### src/sv/nbq_pkg.sv
// ----------------------------------------------------------------------------
// nbq_pkg
// Shared types, register indexes and name encoding for the name query
// responder.
// ----------------------------------------------------------------------------
package nbq_pkg;

  localparam int unsigned POS_W = 6;
  localparam logic [POS_W-1:0] RESP_LEN      = 6'd62;
  localparam logic [POS_W-1:0] RESP_LAST_POS = 6'd61;
  localparam logic [POS_W-1:0] MIN_MATCH_LEN = 6'd50;

  localparam int unsigned CFG_IDX_W = 8;
  localparam logic [CFG_IDX_W-1:0] CFG_NAME_LOW  = 8'd0;
  localparam logic [CFG_IDX_W-1:0] CFG_NAME_HIGH = 8'd1;
  localparam logic [CFG_IDX_W-1:0] CFG_NAME_LEN  = 8'd2;
  localparam logic [CFG_IDX_W-1:0] CFG_ANSWER_IP = 8'd3;

  localparam logic [7:0] CHAR_SPACE = 8'h20;
  localparam logic [7:0] CHAR_A     = 8'h41;

  typedef struct packed {
    logic [63:0] chars_low;
    logic [55:0] chars_high;
    logic [3:0]  name_len;
    logic [31:0] answer_ip;
  } cfg_t;

  // Fields echoed into a response, handed from the receive side at start.
  typedef struct packed {
    logic [15:0] trans_id;
    logic [15:0] auth_cnt;
    logic [15:0] addl_cnt;
    logic [31:0] dest_ip;
  } resp_ctx_t;

  // Upper-cased, space-padded name character; the sixteenth is zero.
  function automatic logic [7:0] name_char(cfg_t cfg, logic [3:0] idx);
    logic [119:0] chars;
    logic [6:0]   base;
    logic [7:0]   ch;
    chars = {cfg.chars_low, cfg.chars_high};
    base  = 7'(7'd119 - {idx, 3'b000});
    ch    = chars[base -: 8];
    if (ch >= 8'h61 && ch <= 8'h7a) begin
      ch = ch - 8'h20;
    end
    if (idx == 4'hf) begin
      ch = 8'h00;
    end else if (idx >= cfg.name_len) begin
      ch = CHAR_SPACE;
    end
    return ch;
  endfunction

  // First-level encoded name byte k (0..31).
  function automatic logic [7:0] enc_byte(cfg_t cfg, logic [4:0] k);
    logic [7:0] ch;
    ch = name_char(cfg, k[4:1]);
    if (k[0]) begin
      return {4'h0, ch[3:0]} + CHAR_A;
    end
    return {4'h0, ch[7:4]} + CHAR_A;
  endfunction

endpackage

### src/sv/nbq_cfg.sv
// ----------------------------------------------------------------------------
// nbq_cfg
// Configuration register file: name characters, name length, answer address.
// ----------------------------------------------------------------------------
module nbq_cfg import nbq_pkg::*; (
  input  logic                 clk_i,
  input  logic                 rst_ni,
  input  logic                 cfg_valid_i,
  input  logic [CFG_IDX_W-1:0] cfg_index_i,
  input  logic [63:0]          cfg_data_i,
  output cfg_t                 cfg_o
);

  cfg_t cfg_q, cfg_d;

  always_comb begin
    cfg_d = cfg_q;
    if (cfg_valid_i) begin
      unique case (cfg_index_i)
        CFG_NAME_LOW:  cfg_d.chars_low  = cfg_data_i;
        CFG_NAME_HIGH: cfg_d.chars_high = cfg_data_i[55:0];
        CFG_NAME_LEN:  cfg_d.name_len   = cfg_data_i[3:0];
        CFG_ANSWER_IP: cfg_d.answer_ip  = cfg_data_i[31:0];
        default: ;  // drop writes to unknown indexes
      endcase
    end
  end

  always_ff @(posedge clk_i or negedge rst_ni) begin
    if (!rst_ni) begin
      cfg_q <= '0;
    end else begin
      cfg_q <= cfg_d;
    end
  end

  assign cfg_o = cfg_q;

endmodule

### src/sv/nbq_rx.sv
// ----------------------------------------------------------------------------
// nbq_rx
// Request checker: tracks byte position, match flag and the echoed header
// fields; pulses start on the last byte of a matching query.
// ----------------------------------------------------------------------------
module nbq_rx import nbq_pkg::*; (
  input  logic        clk_i,
  input  logic        rst_ni,
  input  cfg_t        cfg_i,
  input  logic        accept_i,
  input  logic [7:0]  rx_byte_i,
  input  logic        rx_last_i,
  input  logic [31:0] src_ip_i,
  output logic        start_o,
  output resp_ctx_t   ctx_o
);

  logic [POS_W-1:0] pos_q, pos_d;
  logic             match_q, match_d;
  resp_ctx_t        ctx_q, ctx_d;
  logic             in_range;
  logic             byte_ok;
  logic [POS_W-1:0] pos_next;
  logic             match_next;
  logic [4:0]       enc_idx;

  assign in_range = (pos_q < RESP_LEN);
  assign enc_idx  = 5'(pos_q - 6'd13);

  always_comb begin
    case (pos_q) inside
      [6'd13:6'd44]: byte_ok = (rx_byte_i == enc_byte(cfg_i, enc_idx));
      6'd2:          byte_ok = (rx_byte_i[7:3] == 5'd0);
      6'd4:          byte_ok = (rx_byte_i == 8'h00);
      6'd5:          byte_ok = (rx_byte_i == 8'h01);
      6'd12:         byte_ok = (rx_byte_i == 8'h20);
      6'd45, 6'd46:  byte_ok = (rx_byte_i == 8'h00);
      6'd47:         byte_ok = (rx_byte_i == 8'h20);
      6'd48:         byte_ok = (rx_byte_i == 8'h00);
      6'd49:         byte_ok = (rx_byte_i == 8'h01);
      default:       byte_ok = 1'b1;
    endcase
  end

  assign pos_next   = in_range ? pos_q + 6'd1 : pos_q;
  assign match_next = match_q && (!in_range || byte_ok);

  always_comb begin
    pos_d   = pos_q;
    match_d = match_q;
    ctx_d   = ctx_q;
    start_o = 1'b0;
    if (accept_i) begin
      if (in_range) begin
        case (pos_q)
          6'd0: begin
            ctx_d.dest_ip        = src_ip_i;
            ctx_d.trans_id[15:8] = rx_byte_i;
          end
          6'd1:  ctx_d.trans_id[7:0]  = rx_byte_i;
          6'd8:  ctx_d.auth_cnt[15:8] = rx_byte_i;
          6'd9:  ctx_d.auth_cnt[7:0]  = rx_byte_i;
          6'd10: ctx_d.addl_cnt[15:8] = rx_byte_i;
          6'd11: ctx_d.addl_cnt[7:0]  = rx_byte_i;
          default: ;
        endcase
      end
      pos_d   = pos_next;
      match_d = match_next;
      if (rx_last_i) begin
        // end of datagram: restart for the next one
        start_o = match_next && (pos_next >= MIN_MATCH_LEN);
        pos_d   = '0;
        match_d = 1'b1;
      end
    end
  end

  always_ff @(posedge clk_i or negedge rst_ni) begin
    if (!rst_ni) begin
      pos_q   <= '0;
      match_q <= 1'b1;
      ctx_q   <= '0;
    end else begin
      pos_q   <= pos_d;
      match_q <= match_d;
      ctx_q   <= ctx_d;
    end
  end

  // header fields never change on the last byte of a match, so the
  // current values are the ones to echo
  assign ctx_o = ctx_q;

endmodule

### src/sv/nbq_tx.sv
// ----------------------------------------------------------------------------
// nbq_tx
// Response generator: holds a snapshot of the echoed fields and steps
// through the 62 response bytes, one per output transaction.
// ----------------------------------------------------------------------------
module nbq_tx import nbq_pkg::*; (
  input  logic        clk_i,
  input  logic        rst_ni,
  input  cfg_t        cfg_i,
  input  logic        start_i,
  input  resp_ctx_t   ctx_i,
  output logic        busy_o,
  output logic        resp_valid_o,
  input  logic        resp_ready_i,
  output logic [7:0]  resp_byte_o,
  output logic        resp_last_o,
  output logic [31:0] dest_ip_o
);

  logic             busy_q, busy_d;
  logic [POS_W-1:0] idx_q, idx_d;
  resp_ctx_t        ctx_q, ctx_d;
  logic             is_last;
  logic [4:0]       enc_idx;
  logic [7:0]       byte_val;

  assign is_last = (idx_q == RESP_LAST_POS);
  assign enc_idx = 5'(idx_q - 6'd13);

  always_comb begin
    case (idx_q) inside
      [6'd13:6'd44]: byte_val = enc_byte(cfg_i, enc_idx);
      6'd0:          byte_val = ctx_q.trans_id[15:8];
      6'd1:          byte_val = ctx_q.trans_id[7:0];
      6'd2:          byte_val = 8'h85;
      6'd3:          byte_val = 8'h80;
      6'd7:          byte_val = 8'h01;
      6'd8:          byte_val = ctx_q.auth_cnt[15:8];
      6'd9:          byte_val = ctx_q.auth_cnt[7:0];
      6'd10:         byte_val = ctx_q.addl_cnt[15:8];
      6'd11:         byte_val = ctx_q.addl_cnt[7:0];
      6'd12, 6'd47:  byte_val = 8'h20;
      6'd49:         byte_val = 8'h01;
      6'd53:         byte_val = 8'd60;
      6'd55:         byte_val = 8'd6;
      6'd58:         byte_val = cfg_i.answer_ip[31:24];
      6'd59:         byte_val = cfg_i.answer_ip[23:16];
      6'd60:         byte_val = cfg_i.answer_ip[15:8];
      6'd61:         byte_val = cfg_i.answer_ip[7:0];
      default:       byte_val = 8'h00;
    endcase
  end

  always_comb begin
    busy_d = busy_q;
    idx_d  = idx_q;
    ctx_d  = ctx_q;
    if (start_i) begin
      busy_d = 1'b1;
      idx_d  = '0;
      ctx_d  = ctx_i;
    end else if (busy_q && resp_ready_i) begin
      if (is_last) begin
        busy_d = 1'b0;
      end else begin
        idx_d = idx_q + 6'd1;
      end
    end
  end

  always_ff @(posedge clk_i or negedge rst_ni) begin
    if (!rst_ni) begin
      busy_q <= 1'b0;
      idx_q  <= '0;
      ctx_q  <= '0;
    end else begin
      busy_q <= busy_d;
      idx_q  <= idx_d;
      ctx_q  <= ctx_d;
    end
  end

  assign busy_o       = busy_q;
  assign resp_valid_o = busy_q;
  assign resp_byte_o  = byte_val;
  assign resp_last_o  = is_last;
  assign dest_ip_o    = ctx_q.dest_ip;

endmodule

### src/sv/netbios_name_query_responder_top.sv
// ----------------------------------------------------------------------------
// netbios_name_query_responder_top
// Checks a received name service query byte by byte and answers a match
// with the 62-byte positive name query response.
// ----------------------------------------------------------------------------
//  channel  | direction | handshake             | payload
//  ---------+-----------+-----------------------+-----------------------------
//  rx       | in        | rx_valid_i/rx_ready_o | rx_byte_i rx_last_i src_ip_i
//  resp     | out       | resp_valid_o/_ready_i | resp_byte_o resp_last_o dest_ip_o
//  cfg      | in        | cfg_valid_i/_ready_o  | cfg_index_i cfg_data_i
//
//  One request byte is taken per cycle while no response is in flight.
//  The last byte of a matching query starts the response on the next cycle;
//  its 62 bytes then leave at one per cycle while resp_ready_i is high.
//  rx_ready_o stays low until the final response transaction completes.
//  A stall on resp holds the current byte. Reset clears all state at once.
// ----------------------------------------------------------------------------
module netbios_name_query_responder_top import nbq_pkg::*; (
  input  logic                 clk_i,
  input  logic                 rst_ni,
  input  logic                 rx_valid_i,
  output logic                 rx_ready_o,
  input  logic [7:0]           rx_byte_i,
  input  logic                 rx_last_i,
  input  logic [31:0]          src_ip_i,
  output logic                 resp_valid_o,
  input  logic                 resp_ready_i,
  output logic [7:0]           resp_byte_o,
  output logic                 resp_last_o,
  output logic [31:0]          dest_ip_o,
  input  logic                 cfg_valid_i,
  output logic                 cfg_ready_o,
  input  logic [CFG_IDX_W-1:0] cfg_index_i,
  input  logic [63:0]          cfg_data_i
);

  cfg_t      cfg;
  resp_ctx_t ctx;
  logic      start;
  logic      busy;
  logic      rx_accept;

  assign cfg_ready_o = 1'b1;
  assign rx_ready_o  = !busy;
  assign rx_accept   = rx_valid_i && !busy;

  nbq_cfg u_cfg (
    .clk_i       (clk_i),
    .rst_ni      (rst_ni),
    .cfg_valid_i (cfg_valid_i),
    .cfg_index_i (cfg_index_i),
    .cfg_data_i  (cfg_data_i),
    .cfg_o       (cfg)
  );

  nbq_rx u_rx (
    .clk_i     (clk_i),
    .rst_ni    (rst_ni),
    .cfg_i     (cfg),
    .accept_i  (rx_accept),
    .rx_byte_i (rx_byte_i),
    .rx_last_i (rx_last_i),
    .src_ip_i  (src_ip_i),
    .start_o   (start),
    .ctx_o     (ctx)
  );

  nbq_tx u_tx (
    .clk_i        (clk_i),
    .rst_ni       (rst_ni),
    .cfg_i        (cfg),
    .start_i      (start),
    .ctx_i        (ctx),
    .busy_o       (busy),
    .resp_valid_o (resp_valid_o),
    .resp_ready_i (resp_ready_i),
    .resp_byte_o  (resp_byte_o),
    .resp_last_o  (resp_last_o),
    .dest_ip_o    (dest_ip_o)
  );

endmodule

### config.mk
export PLATFORM = sky130hd
export DESIGN_NAME = netbios_name_query_responder_top
export DESIGN_NICKNAME = d
export VERILOG_FILES = /design/src/sv/nbq_pkg.sv /design/src/sv/nbq_cfg.sv /design/src/sv/nbq_rx.sv /design/src/sv/nbq_tx.sv /design/src/sv/netbios_name_query_responder_top.sv
export SDC_FILE = /design/constraint.sdc
export NUM_CORES = 1
export LEC_CHECK = 0
export ABC_AREA = 1
export BUFFER_PORTS_ARGS = -buffer_cell sky130_fd_sc_hd__buf_2
export CORE_MARGIN = 2
export CORE_UTILIZATION = 51
export DETAILED_ROUTE_END_ITERATION = 7
export PLACE_DENSITY = 0.8
export SYNTH_ARGS = -nofsm -noshare
export SYNTH_HDL_FRONTEND = slang
export SYNTH_SLANG_ARGS = --single-unit
### constraint.sdc
create_clock -name clk_i -period 8.7 [get_ports clk_i]
set_input_delay 1.74 -clock clk_i [delete_from_list [all_inputs] [get_ports clk_i]]
set_output_delay 1.74 -clock clk_i [all_outputs]
set_load 0.005 [all_outputs]
==> run metrics, run 1 <==
largest buffer count on any clock path 3; chain of cells forming the critical path clkinv_1, ha_2, inv_2, ha_1, buf_4, inv_1, o211ai_1, nand3_1, o21ai_0, o21ai_0, nand3_1, a21oi_1, nand2_1, nand2_1, nand3_1, nand2_1, inv_1, ha_1, a221o_1, buf_2; antenna violations before repair 2; final number of max-transition violations 0; relative slew slack 0.252; slowest CP cell inv_1; growth of design area from synthesis to finish 11.8%; fraction of layout cells with a size suffix above 1 0.135; most common cell in the synthesized netlist nand2_1; count of flip-flops with a built-in enable after synthesis 0; power density cells approximately 280 nW/um^2; slew at the pin closest to its max-slew limit 1.12 ns; Leak Pwr about 10 nW; DRT Wirelength between 40 and 50 mm; final setup skew 0.0212 ns; clk root buf clkbuf_16; Tot Pwr 5.39 mW; total number of vias between 15,000 and 20,000; post-synthesis average cell area 7.83 um^2; wire length of the first global-routing pass between 70 and 80 mm; total negative slack for setup checks 0 ns; CP max stage delay between 0.7 and 0.8 ns; average wire per cell in the routed design 17.9 um; outcome complete, no violations; biggest area contributors in the synthesized netlist dfrtp_1 47%, nand2_1 14%, o21ai_0 9.5%; # Post-CTS Setup Buffers 0; #FFs+latches synth 330; initial standard-cell utilization of the core 0.518; Nets ~2,400; share of synthesized registers carrying an async set or reset 1.00; post-CTS resize count 0; number of design-rule violations left by the first detailed-router iteration ~2,100; worst hold stages 2; final RePlAce weighted congestion approximately 0.93; kind of start point of the critical path flip-flop; unrepaired setup endpoints after global routing false; source-to-sink clock delay at the later pin of the worst-skew pair approximately 0.54 ns; top cells by instance count after synthesis 627 x nand2_1, 331 x o21ai_0, 329 x dfrtp_1; fraction of the yosys area taken by sequential cells 0.475; fill cell instance count of the final layout about 3,000; number of maximum-capacitance violations 0; vertical die dimension 189 um; min-delay worst type flip-flop to flip-flop; DRC 0; count of standard-cell rows 67; worst endpoint data arrival time just over 6 ns; Port Buf Inserts 160; GRT Resource Usage Total 0.277; most common flop cell mapped by yosys dfrtp_1; number of instances in the placed design between 2,000 and 3,000; largest area contributor in the netlist dfrtp_1; total global routing overflow 0; Die Area roughly 36,000 um^2; CP required between 6 and 7 ns; vias in the first global route approximately 15,000; clock tree from TritonCTS built; Core Box Area 33,500 um^2; Post-DRT Antenna Nets 0; number of iterations in the first detailed-routing pass 6; ratio of final minimum period to clock period 0.894; top fanout value on the critical path between 40 and 50; hold_buf cts 0; area share of the largest cell type after synthesis 0.474; number of cells traversed by the worst register-to-register path 30; width of the die between 150 and 200 um; worst voltage drop across the vdd grid roughly 0.14 mV; final count of hold timing violations 0; DPL Wire Length 33.6 mm; I/O pin count approximately 160; Fmax about 130 MHz; synthesis warning total 0; detail-routed via count per cell 5.68; Cell variety after synth 46; post-synthesis instance area about 17,000 um^2; Post-Syn Instances approximately 2,200; final setup violating endpoints 0; clock sink count 330; clock transition at the register clock pins on the worst setup and hold paths after CTS ~0.06 ns; final non-filler cell total about 2,800; total CTS buffers 37; # H-tree levels 2; post-layout minimum cycle time 7.78 ns; Crit Path Class flip-flop to output port; number of nets produced by synthesis between 2,000 and 2,500; pin count of the biggest net entering global routing 180; sort of element at the end of the critical path output port
-- area by class of cell --
type / count / area (um^2) / area share
sequential: 330 / 8260 / 0.425
inverter: 202 / 758 / 0.0390
clock inverter: 13 / 224 / 0.0115
antenna: 2 / 5.00 / 0.000258
multi-input combinational: 1528 / 7590 / 0.391
clock buffer: 54 / 1090 / 0.0561
tap: 448 / 561 / 0.0289
timing repair buffer: 175 / 936 / 0.0482
-- routing by layer --
layer  global-route usage  routed length, um  vias up
met4               0.0808               1250        0
li1                     -                  -     7420
met5                    0                  0        -
met3               0.0404               3920       79
met2                0.429              22400      655
met1                0.406              21800     7483
-- cells in the final DEF (no fill, tap or decap), types with 3 or more instances in the layout --
cell | Yosys | routed
ha_1 | 26 | 24
inv_2 | 13 | 13
nand2_2 | 5 | 6
inv_6 | 0 | 3
nand4_1 | 90 | 90
dfrtp_1 | 329 | 329
nand2_1 | 627 | 625
a22oi_1 | 3 | 3
or2_2 | 4 | 4
clkinv_1 | 5 | 5
nor3_1 | 13 | 13
clkbuf_1 | 88 | 7
nand3_1 | 93 | 92
clkinvlp_4 | 0 | 3
o21ai_1 | 4 | 4
o21ai_0 | 331 | 331
nor2_1 | 81 | 81
inv_1 | 184 | 184
clkbuf_8 | 0 | 10
clkbuf_16 | 0 | 37
bufinv_16 | 0 | 5
a21oi_1 | 135 | 135
xor2_1 | 13 | 13
buf_2 | 26 | 159
mux2_2 | 40 | 40
buf_4 | 37 | 14
o22ai_1 | 4 | 4
o211ai_1 | 27 | 27
a31oi_1 | 7 | 7
-- worst paths after layout --
| kind | startpoint | endpoint | slack [ns] |
|---|---|---|---|
| hold reg to reg | u_tx.dest_ip_o[27] | u_tx.dest_ip_o[27] | 0.46 |
| max in group asynchronous | rst_ni | u_tx.idx_q[3] | 6.08 |
| setup / recovery | u_tx.idx_q[0] | resp_byte_o[1] | 0.92 |
| min in group asynchronous | rst_ni | u_cfg.cfg_o[75] | 1.15 |
| setup reg to reg | u_rx.pos_q[0] | u_tx.ctx_q[47] | 1.96 |
| hold / removal | u_tx.dest_ip_o[27] | u_tx.dest_ip_o[27] | 0.46 |
-- worst max-delay path: cells and delay by family (launching register included) --
kind / cells / cell delay [ns]
flip-flops: 1 / 0.48
adder cells (fa/ha/maj): 3 / 1.03
buffers and inverters: 6 / 2.10
AND/OR/NAND/NOR: 6 / 0.70
AO/OA/AOI/OAI: 5 / 1.17
-- report_power, final --
group	leakage (nW)	internal (mW)	total, mW	switching [mW]
clock network	0.635	1.03	1.67	0.648
logic	4.63	0.608	1.88	1.27
registers	4.47	1.72	1.83	0.117
total	9.74	3.35	5.39	2.04
-- cells by family after synthesis --
group,share of synthesized area
adders and majority gates,0.0187
xor gates and xnor gates,0.00893
AOI/OAI and AO/OA,0.159
buffers and inverters,0.0896
other,0.000216
and+or+nand+nor,0.222
muxes,0.0259
DFF,0.475
-- metrics by stage --
step / setup WS [ns] / util / hold slack (ns) / area (um^2)
global placement: 1.73 / 0.540 / 0.448 / 18100
CTS: 0.996 / 0.579 / 0.467 / 19400
detailed placement: 1.59 / 0.540 / 0.453 / 18100
floorplan: 3.02 / - / 0.437 / 17400
finish: 0.924 / 0.579 / 0.463 / 19400
global route: 0.519 / 0.579 / 0.483 / 19400
-- state kept, by name, summed over array words and instances (netlist names) --
signal and count:
u_cfg.cfg_o 156, u_rx.pos_q 6, u_rx.ctx_o 80, u_tx.idx_q 6, u_rx.match_q 1, u_tx.dest_ip_o 32, u_tx.busy_o 1, u_tx.ctx_q 48
Note: power is estimated with default switching activity, not from simulation.
==> run 2: changes to the inputs <==
- CELL_PAD_IN_SITES_DETAIL_PLACEMENT: default -> 1
- CELL_PAD_IN_SITES_GLOBAL_PLACEMENT: default -> 1
- CORE_UTILIZATION: 51 -> 48
- PLACE_DENSITY: 0.8 -> 0.95
- TNS_END_PERCENT: default -> 100
==> run 2 against run 1 <==
Compared with the run above: routed wire length rose by 23%; power rose by 0.68%; flip-flop and latch count did not move; hold slack improved by 0.0031 ns; sequential power barely moved; register-to-register slack got worse by 0.23 ns; fmax fell by 1.5%; non-clock buffer count rose by 1; clock power fell by 6%; clock skew fell by 0.0037 ns; final cell count rose by 0.36%; core utilization fell by 3.6 points; highest routed layer unchanged.
==> run metrics, run 2 (synthesis results as in run 1) <==
slew at the pin closest to its max-slew limit 1.21 ns (+0.0881 ns); DRC 0 (unchanged); initial standard-cell utilization of the core 0.488 (-0.0297); proportion of power drawn by the clock network 0.289 (-0.022); Port Buf Inserts 160 (unchanged); fill cell instance count of the final layout 4,429 (+46%); min-delay worst type flip-flop to flip-flop; final number of max-transition violations 0 (unchanged); flip-flop count of the largest register after layout 156 (unchanged); cell mode on critical path nand2_1; wire length of the first global-routing pass 96.9 mm (+22%); kind of start point of the critical path flip-flop; final RePlAce weighted congestion 0.953 (+1.9%); Tot Pwr 5.42 mW (+0.68%); relative slew slack 0.194 (-0.0588); slowest CP cell inv_1; outcome complete, no violations; final non-filler cell total 2,762 (+0.36%); worst endpoint data arrival time 6.16 ns (+0.12 ns); sort of element at the end of the critical path output port; vertical die dimension 194 um (+3.0%); power density cells 281 nW/um^2 (+1.1%); vias in the first global route 17,427 (+18%); # Post-CTS Setup Buffers 0 (unchanged); Core Util, Final 0.544 (-0.0356); average wire per cell in the routed design 22.0 um (+22%); sum of buffers and inverters on the critical path 6 (unchanged); I/O pin count 162 (unchanged); detail-routed via count per cell 5.94 (+4.6%); total negative slack for setup checks 0 ns (unchanged); Leak Pwr 9.69 nW (-0.45%); number of instances in the placed design 2,697 (+0.52%); total number of vias 16,409 (+4.9%); leading cell types in the layout, fill and taps excluded 625 x nand2_1, 331 x o21ai_0, 329 x dfrtp_1; antenna violations before repair 2 (unchanged); unrepaired setup endpoints after global routing false; number of design-rule violations left by the first detailed-router iteration 1,367 (-35%); GRT Resource Usage Total 0.323 (+0.0454); Int Pwr 3.25 mW (-3.0%); post-CTS resize count 0 (unchanged); final setup skew 0.0175 ns (-0.00365 ns); top fanout value on the critical path 47 (unchanged); largest buffer count on any clock path 3 (unchanged); number of iterations in the first detailed-routing pass 5 (-1); Fmax 127 MHz (-1.5%); Post-DRT Antenna Nets 0 (unchanged); hold_buf cts 0 (unchanged); total global routing overflow 0 (unchanged); fraction of layout cells with a size suffix above 1 0.132 (-0.00330); # H-tree levels 2 (unchanged); CP required 6.96 ns (about the same); number of maximum-capacitance violations 0 (unchanged); pin count of the biggest net entering global routing 167 (-7.2%); source-to-sink clock delay at the later pin of the worst-skew pair 0.54 ns (about the same); net switching share of the total power 0.401 (+0.0228); clock sink count 330 (unchanged); total CTS buffers 36 (-2.7%); final count of hold timing violations 0 (unchanged); leading cell type in the layout, fill and taps excluded nand2_1; post-layout minimum cycle time 7.90 ns (+0.120 ns); DRT Wirelength 60.7 mm (+23%); Die Area 37,700 um^2 (+6.1%); Core Box Area 35,600 um^2 (+6.1%); clock tree from TritonCTS built; worst voltage drop across the vdd grid 0.140 mV (+0.17%); CP max stage delay 0.81 ns (+0.04 ns); Nets 2,418 (unchanged); Crit Path Class flip-flop to output port; DPL Wire Length 41.4 mm (+23%); sequential fraction of design power 0.342 (+0.002); Combinational Power Share 0.369 (+0.020); growth of design area from synthesis to finish 11.3%; ratio of final minimum period to clock period 0.908 (+0.0138); final setup violating endpoints 0 (unchanged); clock transition at the register clock pins on the worst setup and hold paths after CTS 0.06 ns (about the same); chain of cells forming the critical path clkinv_1, ha_2, inv_2, ha_1, buf_4, inv_1, a21oi_1, a21oi_1, nand2_1, o211ai_1, nand2_1, nand2_1, nor2_1, a21oi_1, nand2_1, nand2_1, nand3_1, nand2_1, inv_1, ha_1, a221o_1, buf_2; count of standard-cell rows 69 (+3.0%); Crit path max-delay family buffers and inverters; clk root buf clkbuf_16; width of the die 194 um (+3.0%); Switch Pwr 2.17 mW (+6.8%)
run 2: cell type report:
| cell class | count | area (um^2) | area share |
|---|---|---|---|
| sequential | 330 | 8260 | 0.427 |
| multi-input combinational | 1528 | 7600 | 0.393 |
| clock buffer | 57 | 1090 | 0.0565 |
| timing repair buffer | 176 | 956 | 0.0494 |
| inverter | 202 | 758 | 0.0392 |
| tap | 461 | 577 | 0.0298 |
| clock inverter | 6 | 91.3 | 0.00472 |
| antenna | 2 | 5.00 | 0.000259 |
run 2: final timing paths:
path	startpoint	to	slack (ns)	cells past startpoint
hold / removal	u_tx.ctx_q[58]	u_tx.ctx_q[58]	0.47	2
max in group asynchronous	rst_ni	u_tx.ctx_q[62]	5.98	2
setup reg to reg	u_rx.pos_q[0]	u_tx.dest_ip_o[21]	1.73	31
hold reg to reg	u_tx.ctx_q[58]	u_tx.ctx_q[58]	0.47	2
setup / recovery	u_tx.idx_q[0]	resp_byte_o[1]	0.80	22
min in group asynchronous	rst_ni	u_cfg.cfg_o[151]	1.22	1
run 2: metal layers:
metal | up-vias | global-route usage | part of all wire | wire length [um]
li1 | 7423 | - | - | -
met1 | 8221 | 0.421 | 0.42 | 25400
met2 | 614 | 0.529 | 0.47 | 28800
met3 | 151 | 0.0630 | 0.066 | 4010
met4 | 0 | 0.130 | 0.040 | 2430
met5 | - | 0 | 0 | 0
run 2: per-stage QoR:
stage	area (um^2)	hold WS [ns]	worst slack, ns
detailed placement	18100	0.456	1.48
finish	19300	0.467	0.804
CTS	19300	0.469	0.855
global route	19300	0.496	0.293
floorplan	17400	0.437	3.02
global placement	18100	0.448	1.73
run 2: power by group through the flow:
stage	sequential, mW	clock [mW]	combinational [mW]
5_1_grt	1.87	1.64	2.21
6_report	1.86	1.57	2.00
2_1_floorplan	1.82	0	1.40
3_3_place_gp	1.85	0	1.84
3_5_place_dp	1.87	0	1.94
4_1_cts	1.85	1.59	1.96
run 2: worst min-delay path: cells and delay by family (launching register included):
family | cells | cell delay [ns]
AND/OR/NAND/NOR | 2 | 0.09
flip-flops | 1 | 0.34
==> run 3: changes to the inputs <==
- CORE_UTILIZATION: 48 -> 45
- PLACE_DENSITY: 0.95 -> 0.91
- SYNTH_HIERARCHICAL: default -> 1
- clock period: 8.7 -> 7.6 ns (I/O delays scaled with it)
==> run 3 against run 2 <==
Compared with the run above: design area rose by 3.9%; synthesized cell count grew 8.0%; combinational power fell by 11%; flip-flop and latch count unchanged; via count up 5.7%; clock power rose by 18%; register-to-register slack worse by 0.30 ns; core utilization shrank 3.8 points; largest cell class is now multi-input combinational cells; largest power group is now sequential cells.
==> run metrics, run 3 <==
outcome complete, no violations; slew at the pin closest to its max-slew limit 1.26 ns (+0.0552 ns); biggest area contributors in the synthesized netlist dfrtp_1 45%, nand2_1 18%, nand3_1 7.6%; initial standard-cell utilization of the core 0.457 (-0.0318); final number of max-transition violations 0 (unchanged); relative slew slack 0.158 (-0.0359); wire length of the first global-routing pass 103 mm (+6.2%); clk root buf clkbuf_16; top cells by instance count after synthesis 849 x nand2_1, 329 x dfrtp_1, 275 x nand3_1; post-placement cell area 18,900 um^2 (+3.9%); Finished Cell Area 20,100 um^2 (+3.9%); post-CTS resize count 0 (unchanged); total negative slack for setup checks 0 ns (unchanged); post-synthesis instance area 18,100 um^2 (+4.4%); total number of vias 17,341 (+5.7%); Post-DRT Antenna Nets 0 (unchanged); fill cell instance count of the final layout 4,991 (+13%); area share of the largest cell type after synthesis 0.454 (-0.0201); most common cell in the synthesized netlist nand2_1; DRC 0 (unchanged); fraction of the yosys area taken by sequential cells 0.455 (-0.0202); growth of design area from synthesis to finish 10.7%; sort of element at the end of the critical path output port; # H-tree levels 2 (unchanged); final setup violating endpoints 0 (unchanged); total CTS buffers 38 (+5.6%); internal reg-to-reg setup slack 1.43 ns (-0.30 ns); largest area contributor in the netlist dfrtp_1; min-delay worst type flip-flop to flip-flop; number of iterations in the first detailed-routing pass 5 (unchanged); # Post-CTS Setup Buffers 0 (unchanged); DRT Wirelength 65.5 mm (+7.9%); vertical die dimension 205 um (+5.4%); Crit Path Class flip-flop to output port; antenna violations before repair 0 (-2); leading cell type in the layout, fill and taps excluded nand2_1; I/O pin count 162 (unchanged); Fmax roughly 140 MHz; count of standard-cell rows 73 (+5.8%); Max Used Layer met4; Critical path origin u_tx/idx_q[0]; clock sink count 330 (unchanged); FF-to-FF End u_tx/ctx_q[39]; post-synthesis average cell area 7.57 um^2 (-3.3%); clock transition at the register clock pins on the worst setup and hold paths after CTS 0.06 ns (about the same); source-to-sink clock delay at the later pin of the worst-skew pair 0.58 ns (+0.04 ns); final count of hold timing violations 0 (unchanged); total global routing overflow 0 (unchanged); Core Box Area 39,700 um^2 (+12%); Post-Route Hold Slack 0.472 ns (+0.00544 ns); wire length on met2 30.3 mm (+5.3%); Leak Pwr 10.5 nW (+8.6%); start point of the worst hold path u_tx/dest_ip_o[7]; Die Area 41,900 um^2 (+11%); CP required 6.08 ns (-0.88 ns); Core Util, Final 0.506 (-0.0381); count of flip-flops with a built-in enable after synthesis 0 (unchanged); final RePlAce weighted congestion 0.949 (-0.37%); length of routed wiring on met1 28.6 mm (+12%); #FFs+latches synth 330 (unchanged); GRT Resource Usage Total 0.317 (-0.00582); worst voltage drop across the vdd grid 0.131 mV (-6.7%); clock tree from TritonCTS built; width of the die 205 um (+5.4%); worst endpoint data arrival time 5.46 ns (-0.70 ns); post-layout minimum cycle time 6.98 ns; Cell variety after synth 49 (+6.5%); routed length on met3 3.88 mm (-3.3%); Post-Syn Instances 2,396 (+8.0%); detail-routed via count per cell 5.76 (-3.1%); ratio of final minimum period to clock period 0.919; power density cells 287 nW/um^2 (+2.4%); number of design-rule violations left by the first detailed-router iteration 1,595 (+17%); ANT cells 0 (-2); DPL Wire Length 44.9 mm (+8.6%); synthesis warning total 6 (+6); number of maximum-capacitance violations 0 (unchanged); Tot Pwr 5.77 mW (+6.4%); most common flop cell mapped by yosys dfrtp_1; flip-flop count of the largest register after layout 156 (unchanged); largest buffer count on any clock path 3 (unchanged); vias in the first global route 17,932 (+2.9%); leading cell types in the layout, fill and taps excluded 849 x nand2_1, 329 x dfrtp_1, 274 x nand3_1; Critical Path End resp_byte_o[2]; final setup skew 0.0281 ns (+0.0105 ns); share of synthesized registers carrying an async set or reset 1.00 (unchanged); kind of start point of the critical path flip-flop; pin count of the biggest net entering global routing 190 (+14%); number of nets produced by synthesis 2,540 (+7.5%); top fanout value on the critical path 26 (-45%); Nets 2,605 (+7.7%); fraction of layout cells with a size suffix above 1 0.148 (+0.0162); number of cells traversed by the worst register-to-register path 34 (+9.7%); average wire per cell in the routed design 21.7 um (-1.0%); unrepaired setup endpoints after global routing false; Port Buf Inserts 160 (unchanged); R2R Path Start u_rx/pos_q[0]; hold_buf cts 0 (unchanged)
run 3: cell count changes after synthesis, sizes merged, moves of 44 or more:
| cell | delta |
|---|---|
| nand2 | +254 |
| nand3 | +199 |
| o21ai | -186 |
| nor2 | +104 |
| nand4 | -76 |
| buf | +58 |
| clkbuf | -58 |
| inv | -49 |
| a21oi | -44 |
run 3: critical path: stages (launching register included):
cell     delay (ns)
dfrtp_1        0.60
inv_1          0.25
ha_1           0.32
inv_1          0.09
nand2_1        0.05
nand2_1        0.13
inv_1          0.11
ha_1           0.56
buf_4          0.41
nor2_2         0.16
a22oi_1        0.46
nand2_1        0.15
nand3_2        0.10
nand2_2        0.08
nor2_1         0.12
nand3_1        0.14
nand3_2        0.12
nand2_1        0.08
nand2_2        0.11
nand2_1        0.07
inv_1          0.07
ha_1           0.14
inv_1          0.05
nor2_1         0.15
nand2_1        0.09
nand4_1        0.11
buf_2          0.13
run 3: cell families (layout without fill, tap and decap cells):
kind of cell | count (synthesis) | count (layout) | synth area share
and+or+nand+nor | 1395 | 1395 | 0.329
DFF | 330 | 330 | 0.455
buffers and inverters | 307 | 397 | 0.0848
AOI/OAI and AO/OA | 301 | 301 | 0.0913
muxes | 32 | 32 | 0.0199
adders and majority gates | 26 | 26 | 0.0179
xor gates and xnor gates | 4 | 4 | 0.00193
other | 1 | 1 | 0.000207
run 3: final cells by class:
cell class,count,area (um^2),share of cell area
inverters,148,556,0.0277
clock buffers,52,1090,0.0545
well taps,525,657,0.0327
multi-input cells,1759,8380,0.417
clock inverters,13,143,0.00710
repair buffers,184,1000,0.0499
flip-flops and latches,330,8260,0.411
run 3: how the worst min path moves through the flow:
stage	to	slack, ns	depth (start not counted)
floorplan	u_cfg/cfg_o[24]	0.43	2
global placement	u_tx/dest_ip_o[25]	0.45	2
detailed placement	u_tx/dest_ip_o[31]	0.45	2
CTS	u_tx/ctx_q[63]	0.47	2
global route	u_tx/dest_ip_o[18]	0.50	2
finish	u_tx/dest_ip_o[7]	0.47	2
run 3: metal layers:
| metal | vias to the layer above | track usage |
|---|---|---|
| met5 | - | 0 |
| li1 | 7853 | - |
| met4 | 0 | 0.137 |
| met1 | 8665 | 0.431 |
| met3 | 139 | 0.0366 |
| met2 | 684 | 0.511 |
run 3: power by group:
| part | internal [mW] | switching, mW |
|---|---|---|
| Combinational | 0.572 | 1.20 |
| Clock | 1.08 | 0.778 |
| Sequential | 1.98 | 0.163 |
| Total | 3.63 | 2.14 |
run 3: through the flow:
stage	std cells	setup WS (ns)
after floorplan	2396	2.53
after global placement	2946	1.57
after detailed placement	2946	1.46
after CTS	3011	0.775
after global routing	3011	0.425
final	3011	0.616
